===== config.mk =====
export PLATFORM = sky130hd
export DESIGN_NAME = speaker_toggle_pcm_resampler
export DESIGN_NICKNAME = d
export VERILOG_FILES = /design/src/hdl/stpr_pkg.sv /design/src/hdl/stpr_front.sv /design/src/hdl/stpr_queue.sv /design/src/hdl/stpr_back.sv /design/src/hdl/speaker_toggle_pcm_resampler.sv
export SDC_FILE = /design/constraint.sdc
export NUM_CORES = 2
export LEC_CHECK = 0
export ABC_AREA = 1
export BUFFER_PORTS_ARGS = -buffer_cell sky130_fd_sc_hd__buf_4
export CAP_MARGIN = 10
export CORE_UTILIZATION = 55
export CTS_CLUSTER_DIAMETER = 50
export DETAILED_ROUTE_END_ITERATION = 10
export GPL_TIMING_DRIVEN = 0
export PLACE_DENSITY = 0.77
export SETUP_SLACK_MARGIN = 0.05
export SYNTH_ARGS = -nofsm -noshare
export SYNTH_HDL_FRONTEND = slang
export SYNTH_SLANG_ARGS = --single-unit

===== constraint.sdc =====
create_clock -name clk -period 11.2 [get_ports clk]
set_input_delay 0 -clock clk [delete_from_list [all_inputs] [get_ports clk]]
set_output_delay 0 -clock clk [all_outputs]
set_load 0.01 [all_outputs]

===== src/hdl/stpr_pkg.sv =====
// shared types, constants and helpers for the speaker toggle pcm resampler
// no dependencies; used by every module under hdl
package stpr_pkg;

  localparam int FRAC_BITS_DEF   = 24;
  localparam int SAMPLE_BITS_DEF = 16;
  localparam int QUEUE_DEPTH_DEF = 2;

  localparam int LEVEL_W = 16;
  localparam int TIME_W  = 32;
  localparam int RATIO_W = 32;
  localparam int RUN_W   = 16;

  localparam logic [RATIO_W-1:0] SPT_RESET     = 32'd189408058;
  localparam logic [RUN_W-1:0]   MAX_RUN_RESET = 16'd4096;

  localparam logic KIND_SET    = 1'b0;
  localparam logic KIND_TOGGLE = 1'b1;

  typedef enum logic {
    CFG_SAMPLES_PER_TICK = 1'b0,
    CFG_MAX_RUN          = 1'b1
  } cfg_index_t;

  typedef struct packed {
    logic                      kind;
    logic signed [LEVEL_W-1:0] level;
    logic [TIME_W-1:0]         timestamp;
  } in_t;

  typedef struct packed {
    logic signed [LEVEL_W-1:0] sample;
    logic [RUN_W-1:0]          run_length;
    logic                      last;
  } out_t;

  typedef struct packed {
    logic [RATIO_W-1:0] samples_per_tick;
    logic [RUN_W-1:0]   max_run;
  } cfg_t;

  // classified event: set levels are already clamped, toggles resolve later
  typedef struct packed {
    logic                      toggle;
    logic signed [LEVEL_W-1:0] level;
    logic [TIME_W-1:0]         timestamp;
  } ev_t;

  function automatic logic signed [LEVEL_W-1:0] clamp_level(
    input logic signed [LEVEL_W-1:0] v,
    input logic signed [LEVEL_W-1:0] lim
  );
    logic signed [LEVEL_W-1:0] r;
    if (v > lim) r = lim;
    else if (v < -lim) r = -lim;
    else r = v;
    return r;
  endfunction

endpackage


===== src/hdl/stpr_front.sv =====
// front stage: takes input beats, clamps set levels, registers the event
// depends on stpr_pkg
module stpr_front #(
  parameter int SAMPLE_BITS = stpr_pkg::SAMPLE_BITS_DEF
) (
  input  logic              clk,
  input  logic              rst,
  input  logic              in_valid,
  output logic              in_ready,
  input  stpr_pkg::in_t     in_data,
  output logic              ev_valid,
  input  logic              ev_ready,
  output stpr_pkg::ev_t     ev_data
);

  localparam logic signed [stpr_pkg::LEVEL_W-1:0] MAX_LEVEL =
    stpr_pkg::LEVEL_W'((1 << (SAMPLE_BITS - 1)) - 1);

  assign in_ready = !ev_valid || ev_ready;

  always_ff @(posedge clk) begin
    if (rst) begin
      ev_valid <= 1'b0;
    end else if (in_ready) begin
      ev_valid <= in_valid;
      if (in_valid) begin
        ev_data.toggle    <= (in_data.kind == stpr_pkg::KIND_TOGGLE);
        ev_data.level     <= stpr_pkg::clamp_level(in_data.level, MAX_LEVEL);
        ev_data.timestamp <= in_data.timestamp;
      end
    end
  end

endmodule


===== src/hdl/stpr_queue.sv =====
// short event queue between the front stage and the back engine
// depends on stpr_pkg for the event type
module stpr_queue #(
  parameter int DEPTH = stpr_pkg::QUEUE_DEPTH_DEF
) (
  input  logic          clk,
  input  logic          rst,
  input  logic          wr_valid,
  output logic          wr_ready,
  input  stpr_pkg::ev_t wr_data,
  output logic          rd_valid,
  input  logic          rd_ready,
  output stpr_pkg::ev_t rd_data
);

  localparam int PTR_W = (DEPTH > 1) ? $clog2(DEPTH) : 1;
  localparam int CNT_W = $clog2(DEPTH + 1);

  stpr_pkg::ev_t    slots [DEPTH];
  logic [PTR_W-1:0] wr_ptr;
  logic [PTR_W-1:0] rd_ptr;
  logic [CNT_W-1:0] count;
  logic             push;
  logic             pop;

  assign wr_ready = (count != CNT_W'(DEPTH));
  assign rd_valid = (count != '0);
  assign rd_data  = slots[rd_ptr];
  assign push     = wr_valid && wr_ready;
  assign pop      = rd_valid && rd_ready;

  always_ff @(posedge clk) begin
    if (rst) begin
      wr_ptr <= '0;
      rd_ptr <= '0;
      count  <= '0;
    end else begin
      if (push) begin
        slots[wr_ptr] <= wr_data;
        wr_ptr <= (wr_ptr == PTR_W'(DEPTH - 1)) ? '0 : wr_ptr + 1'b1;
      end
      if (pop) begin
        rd_ptr <= (rd_ptr == PTR_W'(DEPTH - 1)) ? '0 : rd_ptr + 1'b1;
      end
      case ({push, pop})
        2'b10:   count <= count + 1'b1;
        2'b01:   count <= count - 1'b1;
        default: count <= count;
      endcase
    end
  end

endmodule


===== src/hdl/stpr_back.sv =====
// back engine: span from elapsed ticks, boundary box filter, whole runs
// depends on stpr_pkg; holds the resampler state and the output register
module stpr_back #(
  parameter int FRAC_BITS   = stpr_pkg::FRAC_BITS_DEF,
  parameter int SAMPLE_BITS = stpr_pkg::SAMPLE_BITS_DEF
) (
  input  logic           clk,
  input  logic           rst,
  input  stpr_pkg::cfg_t cfg,
  input  logic           ev_valid,
  output logic           ev_ready,
  input  stpr_pkg::ev_t  ev_data,
  output logic           out_valid,
  input  logic           out_ready,
  output stpr_pkg::out_t out_data
);

  localparam int LW     = stpr_pkg::LEVEL_W;
  localparam int TW     = stpr_pkg::TIME_W;
  localparam int RW     = stpr_pkg::RUN_W;
  localparam int SPAN_W = FRAC_BITS + RW;
  localparam int FULL_W = TW + FRAC_BITS;
  localparam int SUM_W  = FRAC_BITS + LW + 2;

  localparam logic [FRAC_BITS:0]   ONE       = {1'b1, {FRAC_BITS{1'b0}}};
  localparam logic [FRAC_BITS-1:0] FRAC_ONES = '1;
  localparam logic signed [LW-1:0] MAX_LEVEL = LW'((1 << (SAMPLE_BITS - 1)) - 1);
  localparam logic [SAMPLE_BITS-1:0] MAX_B   = MAX_LEVEL[SAMPLE_BITS-1:0];
  localparam logic [SAMPLE_BITS-1:0] MIN_B   =
    {1'b1, {(SAMPLE_BITS - 2){1'b0}}, 1'b1};
  localparam logic [SAMPLE_BITS-1:0] XMASK   = MAX_B ^ MIN_B;

  typedef enum logic [2:0] {
    ST_IDLE, ST_SPAN, ST_PART, ST_MAC, ST_ACC, ST_BOUND, ST_RUN
  } state_t;

  typedef enum logic [1:0] {
    ACC_ADD, ACC_BOUND, ACC_SET
  } acc_t;

  state_t                   state;
  acc_t                     mode;
  logic                     active;
  logic signed [LW-1:0]     held_level;
  logic [TW-1:0]            last_time;
  logic [FRAC_BITS:0]       plen;
  logic signed [SUM_W-1:0]  psum;
  logic [2*TW-1:0]          prod;
  logic [SPAN_W-1:0]        span;
  logic [FRAC_BITS:0]       weight;
  logic signed [LW-1:0]     val;
  logic [TW-1:0]            t_evt;
  logic signed [SUM_W-1:0]  mprod;

  logic [SAMPLE_BITS-1:0]        tog_bits;
  logic signed [SAMPLE_BITS-1:0] tog_s;
  logic signed [LW-1:0]          new_level;
  logic [TW-1:0]                 dt;
  logic [FULL_W-1:0]             span_full;
  logic [SPAN_W-1:0]             cap;
  logic [SPAN_W-1:0]             span_sat;
  logic [SPAN_W:0]               fill;
  logic                          over;
  logic [FRAC_BITS:0]            w_bound;
  logic                          more_run;
  logic [SUM_W-1:0]              psum_adj;
  logic [LW-1:0]                 sample_q;
  logic                          out_free;
  logic                          out_load;

  // toggle flips between the two extremes within SAMPLE_BITS
  assign tog_bits  = held_level[SAMPLE_BITS-1:0] ^ XMASK;
  assign tog_s     = $signed(tog_bits);
  assign new_level = ev_data.toggle ?
                     stpr_pkg::clamp_level(LW'(tog_s), MAX_LEVEL) : ev_data.level;
  assign dt        = ev_data.timestamp - last_time;

  assign span_full = prod[2*TW-1 -: FULL_W];
  assign cap       = {cfg.max_run, {FRAC_BITS{1'b0}}};
  assign span_sat  = (span_full > FULL_W'(cap)) ? cap : span_full[SPAN_W-1:0];

  assign fill      = (SPAN_W + 1)'(plen) + (SPAN_W + 1)'(span);
  assign over      = (fill > (SPAN_W + 1)'(ONE));
  assign w_bound   = ONE - plen;
  assign more_run  = (span > SPAN_W'(ONE));

  // divide by one sample, truncating toward zero
  assign psum_adj  = psum + (psum[SUM_W-1] ? SUM_W'(FRAC_ONES) : '0);
  assign sample_q  = psum_adj[FRAC_BITS +: LW];

  assign out_free  = !out_valid || out_ready;
  assign out_load  = out_free && ((state == ST_BOUND) || (state == ST_RUN && more_run));
  assign ev_ready  = (state == ST_IDLE);

  always_ff @(posedge clk) begin
    if (rst) begin
      state      <= ST_IDLE;
      mode       <= ACC_ADD;
      active     <= 1'b0;
      held_level <= -MAX_LEVEL;
      last_time  <= '0;
      plen       <= '0;
      psum       <= '0;
      out_valid  <= 1'b0;
    end else begin
      if (out_valid && out_ready && !out_load) out_valid <= 1'b0;
      unique case (state)
        ST_IDLE: begin
          if (ev_valid) begin
            val   <= new_level;
            t_evt <= ev_data.timestamp;
            if (!active) begin
              // first event only records time and level
              active     <= 1'b1;
              last_time  <= ev_data.timestamp;
              held_level <= new_level;
              plen       <= '0;
              psum       <= '0;
            end else begin
              prod  <= (2*TW)'(dt) * (2*TW)'(cfg.samples_per_tick);
              state <= ST_SPAN;
            end
          end
        end
        ST_SPAN: begin
          span  <= span_sat;
          state <= ST_PART;
        end
        ST_PART: begin
          if (plen != '0 && over) begin
            weight <= w_bound;
            span   <= span - SPAN_W'(w_bound);
            mode   <= ACC_BOUND;
            state  <= ST_MAC;
          end else if (plen != '0) begin
            weight <= span[FRAC_BITS:0];
            mode   <= ACC_ADD;
            state  <= ST_MAC;
          end else begin
            state <= ST_RUN;
          end
        end
        ST_MAC: begin
          mprod <= $signed(val) * $signed({1'b0, weight});
          state <= ST_ACC;
        end
        ST_ACC: begin
          unique case (mode)
            ACC_ADD: begin
              psum       <= psum + mprod;
              plen       <= plen + weight;
              last_time  <= t_evt;
              held_level <= val;
              state      <= ST_IDLE;
            end
            ACC_BOUND: begin
              psum  <= psum + mprod;
              state <= ST_BOUND;
            end
            ACC_SET: begin
              psum       <= mprod;
              plen       <= weight;
              last_time  <= t_evt;
              held_level <= val;
              state      <= ST_IDLE;
            end
            default: state <= ST_IDLE;
          endcase
        end
        ST_BOUND: begin
          if (out_free) begin
            out_valid <= 1'b1;
            out_data  <= '{sample: sample_q, run_length: RW'(1), last: !more_run};
            psum      <= '0;
            plen      <= '0;
            state     <= ST_RUN;
          end
        end
        ST_RUN: begin
          if (more_run) begin
            if (out_free) begin
              out_valid <= 1'b1;
              out_data  <= '{sample: val, run_length: span[FRAC_BITS +: RW], last: 1'b1};
              weight    <= {1'b0, span[FRAC_BITS-1:0]};
              mode      <= ACC_SET;
              state     <= ST_MAC;
            end
          end else begin
            weight <= span[FRAC_BITS:0];
            mode   <= ACC_SET;
            state  <= ST_MAC;
          end
        end
        default: state <= ST_IDLE;
      endcase
    end
  end

`ifndef SYNTH
  a_plen_bound: assert property (@(posedge clk) disable iff (rst)
    plen <= ONE)
    else $error("partial length exceeds one sample");

  a_first_silent: assert property (@(posedge clk) disable iff (rst)
    (state == ST_IDLE && ev_valid && !active) |=> (state == ST_IDLE && active))
    else $error("first event did not just record state");

  a_run_nonzero: assert property (@(posedge clk) disable iff (rst)
    out_valid |-> (out_data.run_length != '0))
    else $error("result beat with zero run length");

  a_sample_range: assert property (@(posedge clk) disable iff (rst)
    out_valid |-> (out_data.sample <= MAX_LEVEL && out_data.sample >= -MAX_LEVEL))
    else $error("sample outside level range");
`endif

endmodule


===== src/hdl/speaker_toggle_pcm_resampler.sv =====
// Speaker toggle to PCM resampler, top level.
// Input channel (in_valid/in_ready/in_data): one beat per speaker event, either
// a set level or a toggle between the extremes, with its CPU tick timestamp.
// Output channel (out_valid/out_ready/out_data): beats of a PCM value and how
// many consecutive samples carry it; last marks the final beat of an event.
// An event yields zero, one or two beats: an optional box-filtered boundary
// sample with run length 1, then an optional run of whole samples.
// Config channel (cfg_valid/cfg_ready/cfg_index/cfg_data) is always ready:
// index 0 is samples_per_tick (UQ0.32), index 1 is max_run; write it idle.
// Timing: the front register and the event queue each register an event on its way
// to the back engine. The engine only records the first event after reset; later
// ones pass its multiply, span clamp and multiply-accumulate steps and any emit
// steps, and it takes no new event until it is back to idle.
// Reset (rst, synchronous) empties the queue and output register, restores
// the config defaults and the minimum held level, and waits for a first event.
// When out_ready is low the engine holds at its emit step while the queue and
// front register keep taking events until they fill.
// Depends on stpr_pkg, stpr_front, stpr_queue and stpr_back.
module speaker_toggle_pcm_resampler #(
  parameter int FRAC_BITS   = stpr_pkg::FRAC_BITS_DEF,
  parameter int SAMPLE_BITS = stpr_pkg::SAMPLE_BITS_DEF,
  parameter int QUEUE_DEPTH = stpr_pkg::QUEUE_DEPTH_DEF
) (
  input  logic                           clk,
  input  logic                           rst,
  input  logic                           in_valid,
  output logic                           in_ready,
  input  stpr_pkg::in_t                  in_data,
  output logic                           out_valid,
  input  logic                           out_ready,
  output stpr_pkg::out_t                 out_data,
  input  logic                           cfg_valid,
  output logic                           cfg_ready,
  input  stpr_pkg::cfg_index_t           cfg_index,
  input  logic [stpr_pkg::RATIO_W-1:0]   cfg_data
);

  stpr_pkg::cfg_t cfg;
  logic           fe_valid;
  logic           fe_ready;
  stpr_pkg::ev_t  fe_data;
  logic           q_valid;
  logic           q_ready;
  stpr_pkg::ev_t  q_data;

  assign cfg_ready = 1'b1;

  always_ff @(posedge clk) begin
    if (rst) begin
      cfg <= '{samples_per_tick: stpr_pkg::SPT_RESET, max_run: stpr_pkg::MAX_RUN_RESET};
    end else if (cfg_valid) begin
      unique case (cfg_index)
        stpr_pkg::CFG_SAMPLES_PER_TICK: cfg.samples_per_tick <= cfg_data;
        stpr_pkg::CFG_MAX_RUN:          cfg.max_run <= cfg_data[stpr_pkg::RUN_W-1:0];
        default:                        cfg <= cfg;
      endcase
    end
  end

  stpr_front #(
    .SAMPLE_BITS(SAMPLE_BITS)
  ) u_front (
    .clk      (clk),
    .rst      (rst),
    .in_valid (in_valid),
    .in_ready (in_ready),
    .in_data  (in_data),
    .ev_valid (fe_valid),
    .ev_ready (fe_ready),
    .ev_data  (fe_data)
  );

  stpr_queue #(
    .DEPTH(QUEUE_DEPTH)
  ) u_queue (
    .clk      (clk),
    .rst      (rst),
    .wr_valid (fe_valid),
    .wr_ready (fe_ready),
    .wr_data  (fe_data),
    .rd_valid (q_valid),
    .rd_ready (q_ready),
    .rd_data  (q_data)
  );

  stpr_back #(
    .FRAC_BITS  (FRAC_BITS),
    .SAMPLE_BITS(SAMPLE_BITS)
  ) u_back (
    .clk       (clk),
    .rst       (rst),
    .cfg       (cfg),
    .ev_valid  (q_valid),
    .ev_ready  (q_ready),
    .ev_data   (q_data),
    .out_valid (out_valid),
    .out_ready (out_ready),
    .out_data  (out_data)
  );

endmodule


==> metrics.csv <==
metric,value,unit
drc,0,
grt_pass1_vias,72370,
place_congestion,1.117,
fill_cells,12840,
dieArea,145500,µm²
vias_per_cell,5.828,
path_clk_slew,0.06,ns
synth_edf_count,391,
grt_usage,42.80,%
syn_inst,9752,
drv_slew,0,
ys_warn_count,0,
critPathKind,reg -> reg,
endpoint_kind,register,
maxCapViolCount,0,
drive_above_1_share,4.913,%
drt_iter0_drc,7048,
yosysSeqAreaShare,19.28,%
die_h,381.4,µm
antenna_found_initial,10,
syn_nets,11650,
min_path_type,in -> reg,
rows,138,
finClkSkew,0.06390,ns
worstSkewPairLatency,0.74,ns
num_vias,70230,
layout_min_cycle_time,10.90,ns
cts_buffers,77,
r2r_end,u_back.prod[56],
final_hold_viol_count,0,
min_period_over_period,97.35,%
die_w,381.4,µm
slowest_stage,clkbuf_1,
grt-ovfl-total,0,
routed_wl,309600,µm
finalNetCount,11990,
grt_start_max_net_pins,38,
place_hpwl,256000,µm
placed_area,82730,µm²
synth-seq-cells,567,
relSlewSlack,8.805,%
r2r_setup_slack,0.30,ns
ant_nets,0,
cpPeakStageDelay,0.64,ns
initial_core_util,55.66,%
status,finished clean,
fp.coreArea,142300,µm²
io_pins,123,
worstSetupEndpoint,u_back.prod[56],
max_freq,91.71,MHz
synthFlopType,edfxtp_1,
stdcell_area,87000,µm²
critPathMaxFanout,10,
cts.sinks,567,
ff2ff_path_depth,40,
crit_required,11.62,ns
ys_async_sr_fraction,0,%
wl_per_cell,25.69,µm
h-tree-depth,3,
synth_cell_types,71,
crit_path_start_kind,register,
syn_to_final_growth,9.871,%
drt-pass1-iter-count,7,
clock_path_buffers,3,
tritoncts,yes,
root_buffer,clkbuf_16,
grt_pass1_wl,455000,µm
port_buffers,120,
crit_arrival,11.32,ns
grt_setup_unrepaired,no,
syn_area,79190,µm²
worstMarginPinSlew,1.368,ns
setup_viol,0,
syn_avg_cell_area,8.120,µm²
==> layer usage <==
metal  track usage (%)  share of wire [%]
met5                 0              0.036
met3             10.12                 10
met4             31.96                9.2
met2             67.64                 45
met1             50.86                 36
==> synthesized netlist by cell type (64+ instances only) <==
master	n	area [µm²]
nor2_1	1062	3986
xnor2_1	77	674.4
a31oi_1	85	531.8
fa_1	1220	24420
xor2_1	108	945.9
inv_1	2000	7507
a21oi_1	542	2713
nand3_1	325	1627
dfxtp_1	176	3523
clkbuf_1	345	1295
nand2_1	1890	7094
edfxtp_1	391	11740
ha_1	594	7432
o21ai_0	365	1827
o211ai_1	64	480.5
==> critical path, delay by kind of cell, from the launching register on <==
| kind | cells | cell delay, ns |
|---|---|---|
| and+or+nand+nor | 9 | 1.34 |
| adders and majority gates | 10 | 4.88 |
| DFF | 1 | 0.44 |
| AOI/OAI and AO/OA | 7 | 1.57 |
| xor gates and xnor gates | 1 | 0.15 |
| buffers and inverters | 13 | 2.20 |
==> worst min-delay path by stage <==
stage,from,slack [ns],cells after the start,end
after floorplan,in_data[0],0.1,0,u_front.ev_data[0]
after global placement,in_data[27],0.18,1,u_front.ev_data[27]
after detailed placement,in_data[0],0.18,1,u_front.ev_data[0]
after CTS,in_data[28],0.0007,2,u_front.ev_data[28]
after global routing,in_data[16],0.007,2,u_front.ev_data[16]
final,in_data[28],0.01,2,u_front.ev_data[28]
==> state kept, by name, summed over array words and instances, names as in the netlist, named ones only <==
| register | flops |
|---|---|
| u_queue.slots | 98 |
| u_back.prod | 56 |
| u_front.ev_data | 49 |
| cfg | 48 |
| u_back.mprod | 42 |
| u_back.psum | 42 |
| u_back.span | 40 |
| u_back.out_data | 33 |
| u_back.last_time | 32 |
| u_back.t_evt | 32 |
| u_back.plen | 25 |
| u_back.weight | 25 |
| u_back.held_level | 16 |
| u_back.val | 16 |
| u_back.state | 3 |
| u_back.mode | 2 |
| u_queue.count | 2 |
| u_back.active | 1 |
| u_back.out_valid | 1 |
| u_front.ev_valid | 1 |
| u_queue.rd_ptr | 1 |
| u_queue.wr_ptr | 1 |
==> area by class of cell <==
class,count,area (µm²),share of cell area (%)
Antenna cell,4,10.01,0.01150
Buffer,398,1674,1.924
Clock buffer,95,2120,2.436
Clock inverter,49,624.3,0.7176
Inverter,2028,7629,8.768
Multi-Input combinational cell,6756,54890,63.09
Sequential cell,567,15270,17.55
Tap cell,1890,2365,2.718
Timing Repair Buffer,263,2429,2.791
==> repair_timing <==
| item | in CTS | in global routing |
|---|---|---|
| endpoints found under the hold margin | 100 | 0 |
| pin swaps | 1 | 1 |
| endpoints found under the setup margin | 37 | 35 |
| hold buffers | 123 | 0 |
| resized for setup | 33 | 77 |
| buffers inserted | 2 | 5 |
==> through the flow <==
step | setup slack (ns) | cells | TNS (ns) | hold WS, ns | utilization [%]
3_3_place_gp | -0.8611 | 11760 | -11.65 | 0.1790 | 57.95
2_1_floorplan | 2.130 | 9752 | 0 | 0.09887 | -
5_1_grt | 0.03856 | 12050 | 0 | 0.007158 | 61.14
6_report | 0.2965 | 12050 | 0 | 0.01493 | 61.15
3_5_place_dp | -1.050 | 11780 | -15.94 | 0.1795 | 58.15
4_1_cts | 0.03675 | 12040 | 0 | 0.0006628 | 61.00
==> kinds of logic (layout without fill, tap and decap cells) <==
logic type | Yosys count | after routing | synth area share (%)
DFF | 567 | 567 | 19.28
other | 1 | 5 | 0.004736
AOI/OAI and AO/OA | 1214 | 1214 | 8.561
and+or+nand+nor | 3541 | 3541 | 18.22
adders and majority gates | 1814 | 1814 | 40.23
xor gates and xnor gates | 185 | 185 | 2.046
muxes | 1 | 1 | 0.01264
buffers and inverters | 2429 | 2833 | 11.65
==> cell usage in the layout, fill, tap and decap left out, types with 135 or more instances in the layout <==
cell and count:
a21oi_1 538, nand2_1 1874, fa_1 1215, o21ai_0 359, nor2_1 1057, buf_4 135
clkbuf_1 329, nand3_1 324, ha_1 592, edfxtp_1 391, inv_1 1992, dfxtp_1 175
Power is not shown: default switching activity piles up to over one toggle a cycle in this logic, so the estimate is an artifact.
